`config.mk`:
```
export PLATFORM = sky130hd
export DESIGN_NAME = rrq_lane
export DESIGN_NICKNAME = d
export VERILOG_FILES = /design/src/design/rrq_pkg.sv /design/src/design/rrq_lane.sv
export SDC_FILE = /design/constraint.sdc
export NUM_CORES = 2
export LEC_CHECK = 0
export BUFFER_PORTS_ARGS = -buffer_cell sky130_fd_sc_hd__buf_2
export CAP_MARGIN = 0
export CORE_ASPECT_RATIO = 1.5
export CORE_MARGIN = 8
export CORE_UTILIZATION = 60
export DETAILED_ROUTE_END_ITERATION = 8
export PLACE_DENSITY = 0.77
export SETUP_SLACK_MARGIN = 0.3
export SKIP_CTS_REPAIR_TIMING = 1
export SLEW_MARGIN = 20
export SYNTH_ARGS = -nofsm -noshare
export SYNTH_HDL_FRONTEND = slang
export SYNTH_SLANG_ARGS = --single-unit
```
`constraint.sdc`:
```
create_clock -name clk_i -period 9.3 [get_ports clk_i]
set_input_delay 1.86 -clock clk_i [delete_from_list [all_inputs] [get_ports clk_i]]
set_output_delay 1.86 -clock clk_i [all_outputs]
set_load 0.005 [all_outputs]
```
`src/design/rrq_pkg.sv`:
```
`timescale 1ns / 1ps

package rrq_pkg;

  localparam int WORD_W        = 32;
  localparam int CODE_W        = 8;
  localparam int NCHAN         = 3;
  localparam int FRAC_BITS_DEF = 16;

  // One restoring step per code bit, plus two front stages.
  localparam int DIV_STAGES = CODE_W;
  localparam int LANE_LAT   = 2 + DIV_STAGES;

  localparam int CFG_IDX_W = 3;

  typedef enum logic [CFG_IDX_W-1:0] {
    REG_LOW_RED    = 3'd0,
    REG_HIGH_RED   = 3'd1,
    REG_LOW_GREEN  = 3'd2,
    REG_HIGH_GREEN = 3'd3,
    REG_LOW_BLUE   = 3'd4,
    REG_HIGH_BLUE  = 3'd5
  } cfg_idx_e;

  typedef enum logic {
    CMD_QUANT = 1'b0,
    CMD_RESID = 1'b1
  } cmd_e;

  typedef struct packed {
    logic                     command;
    logic signed [WORD_W-1:0] hdr_red;
    logic signed [WORD_W-1:0] hdr_green;
    logic signed [WORD_W-1:0] hdr_blue;
    logic [CODE_W-1:0]        ldr_red;
    logic [CODE_W-1:0]        ldr_green;
    logic [CODE_W-1:0]        ldr_blue;
    logic                     last_pixel;
  } in_word_t;

  typedef struct packed {
    logic [CODE_W-1:0]        code_red;
    logic [CODE_W-1:0]        code_green;
    logic [CODE_W-1:0]        code_blue;
    logic signed [WORD_W-1:0] resid_red;
    logic signed [WORD_W-1:0] resid_green;
    logic signed [WORD_W-1:0] resid_blue;
    logic                     last_out;
  } out_word_t;

endpackage

```
`src/design/rrq_lane.sv`:
```
`timescale 1ns / 1ps

// One colour channel: quantize through an 8-step pipelined restoring divider,
// residual through an exact divide-by-255 built from a digit sum and the
// modular inverse of 255. Both results leave the lane together.
module rrq_lane
  import rrq_pkg::*;
(
  input  logic                     clk_i,
  input  logic                     en_i,
  input  logic signed [WORD_W-1:0] lo_i,
  input  logic signed [WORD_W-1:0] hi_i,
  input  logic signed [WORD_W-1:0] hdr_i,
  input  logic [CODE_W-1:0]        ldr_i,
  output logic [CODE_W-1:0]        code_o,
  output logic signed [WORD_W-1:0] resid_o
);

  localparam int RES_DLY = DIV_STAGES - 3;
  localparam logic [41:0] PU_BIAS = 42'd255 << 32;
  localparam logic signed [43:0] Q_BIAS = 44'sd4294967296;
  localparam logic signed [43:0] SAT_HI = 44'sd2147483647;
  localparam logic signed [43:0] SAT_LO = -44'sd2147483648;

  // stage 1
  logic signed [32:0] span_q, num_q;
  logic [CODE_W-1:0]  ldr_q;

  always_ff @(posedge clk_i) begin
    if (en_i) begin
      span_q <= $signed({hi_i[WORD_W-1], hi_i}) - $signed({lo_i[WORD_W-1], lo_i});
      num_q  <= $signed({hdr_i[WORD_W-1], hdr_i}) - $signed({lo_i[WORD_W-1], lo_i});
      ldr_q  <= ldr_i;
    end
  end

  // stage 2 feeds divider index 0 and the residual path
  logic [41:0]        rem_q  [DIV_STAGES+1];
  logic [32:0]        dsor_q [DIV_STAGES+1];
  logic [CODE_W-1:0]  qacc_q [DIV_STAGES+1];
  logic               zero_q [DIV_STAGES+1];
  logic               full_q [DIV_STAGES+1];

  logic signed [41:0] prod;
  logic [40:0]        pu_q;
  logic signed [32:0] num2_q;

  assign prod = 42'(span_q) * 42'($signed({1'b0, ldr_q}));

  always_ff @(posedge clk_i) begin
    if (en_i) begin
      zero_q[0] <= (span_q <= 33'sd0) || (num_q <= 33'sd0);
      full_q[0] <= num_q >= span_q;
      rem_q[0]  <= 42'(num_q[31:0]) * 42'd510 + 42'(span_q[31:0]);
      dsor_q[0] <= {span_q[31:0], 1'b0};
      qacc_q[0] <= '0;
      pu_q      <= 41'($unsigned(prod) + PU_BIAS);
      num2_q    <= num_q;
    end
  end

  // restoring division of (510*num + span) by 2*span, one code bit a stage
  for (genvar k = 0; k < DIV_STAGES; k++) begin : g_div
    localparam int SH = DIV_STAGES - 1 - k;
    logic [42:0] trial;

    assign trial = {1'b0, rem_q[k]} - (43'(dsor_q[k]) << SH);

    always_ff @(posedge clk_i) begin
      if (en_i) begin
        rem_q[k+1]  <= trial[42] ? rem_q[k] : trial[41:0];
        qacc_q[k+1] <= qacc_q[k] | (CODE_W'(!trial[42]) << SH);
        dsor_q[k+1] <= dsor_q[k];
        zero_q[k+1] <= zero_q[k];
        full_q[k+1] <= full_q[k];
      end
    end
  end

  assign code_o = zero_q[DIV_STAGES] ? '0 :
                  full_q[DIV_STAGES] ? {CODE_W{1'b1}} : qacc_q[DIV_STAGES];

  // residual stage 3: remainder mod 255 from the byte sum (256 = 1 mod 255)
  logic [10:0]        dsum;
  logic [8:0]         dsum1;
  logic [7:0]         rmod;
  logic [47:0]        pu_pad;
  logic [7:0]         r3_q;
  logic [40:0]        w3_q;
  logic signed [32:0] num3_q;

  assign pu_pad = {7'b0, pu_q};
  assign dsum   = 11'(pu_pad[7:0]) + 11'(pu_pad[15:8]) + 11'(pu_pad[23:16])
                + 11'(pu_pad[31:24]) + 11'(pu_pad[39:32]) + 11'(pu_pad[47:40]);
  assign dsum1  = 9'(dsum[10:8]) + 9'(dsum[7:0]);
  assign rmod   = (dsum1 >= 9'd255) ? 8'(dsum1 - 9'd255) : dsum1[7:0];

  always_ff @(posedge clk_i) begin
    if (en_i) begin
      r3_q   <= rmod;
      w3_q   <= pu_q - 41'(rmod);
      num3_q <= num2_q;
    end
  end

  // stage 4: exact quotient, w / 255 = -w * (1 + 2^8 + ... + 2^40) mod 2^41
  logic [40:0]        tsum;
  logic [40:0]        q4_q;
  logic               rb4_q;
  logic signed [32:0] num4_q;

  assign tsum = w3_q + (w3_q << 8) + (w3_q << 16) + (w3_q << 24)
              + (w3_q << 32) + (w3_q << 40);

  always_ff @(posedge clk_i) begin
    if (en_i) begin
      q4_q   <= 41'(~tsum + 41'd1);
      rb4_q  <= r3_q >= 8'd128;
      num4_q <= num3_q;
    end
  end

  // stage 5: subtract the dequantized term and saturate
  logic signed [43:0] term, res_w;
  logic signed [WORD_W-1:0] res_q [RES_DLY+1];

  assign term  = $signed({3'b0, q4_q}) - Q_BIAS + $signed({43'b0, rb4_q});
  assign res_w = $signed({{11{num4_q[32]}}, num4_q}) - term;

  always_ff @(posedge clk_i) begin
    if (en_i) begin
      if (res_w > SAT_HI) begin
        res_q[0] <= 32'sh7fffffff;
      end else if (res_w < SAT_LO) begin
        res_q[0] <= 32'sh80000000;
      end else begin
        res_q[0] <= res_w[WORD_W-1:0];
      end
    end
  end

  // hold the residual in step with the divider
  for (genvar j = 0; j < RES_DLY; j++) begin : g_rdly
    always_ff @(posedge clk_i) begin
      if (en_i) begin
        res_q[j+1] <= res_q[j];
      end
    end
  end

  assign resid_o = res_q[RES_DLY];

endmodule

```
==> impl_metrics.py <==
metrics = {
    "status": {
        "status": "complete, no violations",
    },
    "synthesis": {
        "ys_ff_latch": 1128,
        "yosys.area_share.xor_xnor_pct": 5.64,
        "synthSimpleGateAreaFrac_pct": 9.97,
        "avgSynthCellArea_um2": 11.0,
        "synth_area_um2": 79900,
        "synth_cell_type_count": 108,
        "ys_warn_count": 0,
        "syn_inst": 7253,
        "synth_fp_nets": 8538,
        "synth_compound_area_share_pct": 12.7,
        "synth_top_flop_cell": "edfxtp_1",
        "synthAdderAreaFrac_pct": 22.6,
        "synth.mux.area_fraction_pct": 0.899,
        "yosysSeqAreaShare_pct": 42.4,
        "async_reset_ff_share_pct": 0,
        "synth_edf_count": 1128,
        "synth_top_family_by_area": "adder cells",
    },
    "global_routing": {
        "grt_pass1_wl_um": 278000,
        "grt_max_degree": 179,
        "grt-ovfl-total": 0,
        "grt_pass1_vias": 54787,
        "gr-usage-all-layers_pct": 23.6,
        "grt_antenna_before_repair": 6,
    },
    "final_layout": {
        "mostFrequentLayoutCells": "edfxtp_1 (1128), inv_1 (1073), ha_1 (746)",
        "nFillCells": 10107,
        "layout.nets": 8688,
        "drive_above_1_share_pct": 6.97,
        "area_growth_syn_to_layout_pct": 8.02,
        "layout_commonest_cell": "edfxtp_1",
        "multiInputGateArea_um2": 41400,
        "register_area_um2": 33900,
    },
    "placement": {
        "gp_congestion": 0.929,
        "dpl.hpwl_um": 136000,
        "numPortBuffers": 145,
    },
    "clock_network": {
        "clock_latency_ns": 0.76,
        "cts_tree": "yes",
        "cts_sinks": 1128,
        "cts_root_buffer": "clkbuf_16",
        "cts.clk_slew.worst_paths_ns": 0.06,
        "cts_buffers": 105,
        "clockBufferDepth": 3,
        "cts_max_level": 3,
    },
    "timing": {
        "max_clock_freq_mhz": 119,
        "finalSetupViolations": 0,
        "max-slew-margin-rel_pct": 25.9,
        "fin_crit_sh_pct": 90.5,
        "final.setup.tns_ns": 0,
        "rsz0062_at_grt": "false",
        "tightestPinTransition_ns": 1.11,
        "clock_skew_ns": 0.0577,
        "final_hold_viol_count": 0,
        "min_period_ns": 8.42,
        "drv_slew": 0,
    },
    "floorplanning": {
        "num_io_pins": 146,
        "die-area_um2": 145000,
        "start_util_pct": 60.2,
        "die_y_um": 463,
        "num_rows": 164,
        "core_um2": 133000,
        "dieWidth_um": 314,
    },
    "critical_path": {
        "slowest_delay_ns": 0.62,
        "rr_endpoint": "w3_q[35]",
        "worstReg2RegStart": "pu_q[17]",
        "critical_path.slowest_cell": "or4b_4",
        "reg2reg_depth": 35,
        "cp-startpoint": "pu_q[17]",
        "critPathCapture": "w3_q[35]",
        "crit_fanout": 5,
        "crit_type": "flip-flop to flip-flop",
        "required_ns": 9.75,
        "rrSetupSlack_ns": 0.88,
        "arrival_ns": 8.86,
        "cp-start-kind": "flip-flop",
        "worst_setup_path_end_kind": "flip-flop",
    },
    "routing": {
        "vias": 52706,
        "wl_per_cell_um": 18.6,
        "totalWireLength_um": 172000,
        "vias_per_cell": 5.70,
        "drc": 0,
        "ant_nets": 0,
        "drt_pass1_iterations": 6,
        "drt_iter0_drc": 3205,
    },
    "flow_run": {
        "cap_violations": 0,
    },
    "min_path": {
        "hp-class": "flip-flop to flip-flop",
    },
}
-- state kept, by name, summed over array words and instances (netlist names), 36 cells and up --
name / flops
qacc_q: 36
q4_q: 41
rem_q: 336
res_q: 192
dsor_q: 248
w3_q: 41
pu_q: 41
-- critical path, delay by kind of cell, from the launching register on --
family | cells | cell delay (ns)
XOR/XNOR | 3 | 0.48
AND/OR/NAND/NOR | 9 | 2.10
multiplexers | 1 | 0.26
adder cells (fa/ha/maj) | 7 | 2.68
flip-flops | 1 | 0.43
AO/OA/AOI/OAI | 11 | 1.93
buffers and inverters | 4 | 0.26
-- cell families after synthesis --
family | count (synthesis)
mux | 64
xor+xnor | 512
simple gates | 1603
fa+ha+maj | 1180
compound gates | 1547
flops | 1128
buf+inv | 1219
-- synthesized netlist by cell type (all sizes together), types with 11 or more instances --
library cell,count,share of area (%)
a211oi,45,0.42
o22ai,40,0.56
a211o,18,0.20
a31oi,42,0.34
o31a,13,0.14
a31o,11,0.12
xor2,152,1.7
o211ai,25,0.24
buf,33,0.27
and2,193,1.5
mux2i,11,0.14
a21o,233,2.2
a21boi,28,0.27
nor2,335,1.6
edfxtp,1128,42
a2111oi,12,0.16
or2,16,0.13
xnor2,359,3.9
a21oi,451,2.8
nor3b,15,0.15
o41ai,14,0.16
nand3b,20,0.19
o21a,91,0.86
o2111ai,15,0.18
mux2,52,0.73
nor2b,64,0.50
ha,746,12
and3,31,0.24
inv,1073,5.0
or3,38,0.30
nor4,42,0.36
o21bai,60,0.56
o31ai,31,0.31
nand2b,84,0.66
nand3,107,0.67
nand2,468,2.2
nor3,105,0.68
fa,433,11
clkbuf,113,0.53
nand4,47,0.37
a41oi,13,0.15
o21ai,333,2.1
-- layer usage --
metal	vias to the layer above	track usage (%)	share of wire [%]
li1	25636	-	-
met1	25383	25.8	37
met2	1246	44.3	53
met3	435	3.01	4.0
met4	6	11.7	5.2
met5	-	0	0.019
-- metrics by stage --
stage                     setup WS, ns  hold slack, ns  cell area (um2)  util, %  std cells
after floorplan                   1.63           0.400            79900        -       7253
after global placement           0.877           0.401            82600     62.3       9039
after detailed placement         0.767           0.405            82600     62.3       9039
after CTS                        0.759           0.401            86200     65.1       9235
after global routing             0.329           0.411            86300     65.1       9236
final                            0.882           0.413            86300     65.1       9239
-- worst min-delay path by stage --
stage | from | cells after the start | to | slack [ns]
2_1_floorplan | full_q[0][0] | 0 | full_q[0][1] | 0.40
3_3_place_gp | res_q[2][12] | 0 | res_q[3][12] | 0.40
3_5_place_dp | num3_q[31] | 0 | num4_q[31] | 0.40
4_1_cts | zero_q[0][4] | 0 | zero_q[0][5] | 0.40
5_1_grt | full_q[0][4] | 0 | full_q[0][5] | 0.41
6_report | full_q[0][4] | 0 | full_q[0][5] | 0.41
-- layout make-up --
| type | instances | area share [%] |
|---|---|---|
| Clock buffer | 117 | 3.12 |
| Inverter | 1073 | 4.67 |
| Antenna cell | 4 | 0.0116 |
| Timing Repair Buffer | 189 | 1.29 |
| Clock inverter | 79 | 1.12 |
| Sequential cell | 1128 | 39.3 |
| Tap cell | 1743 | 2.53 |
| Multi-Input combinational cell | 4906 | 48.0 |
Power is not shown: default switching activity piles up to over one toggle a cycle in this logic, so the estimate is an artifact.
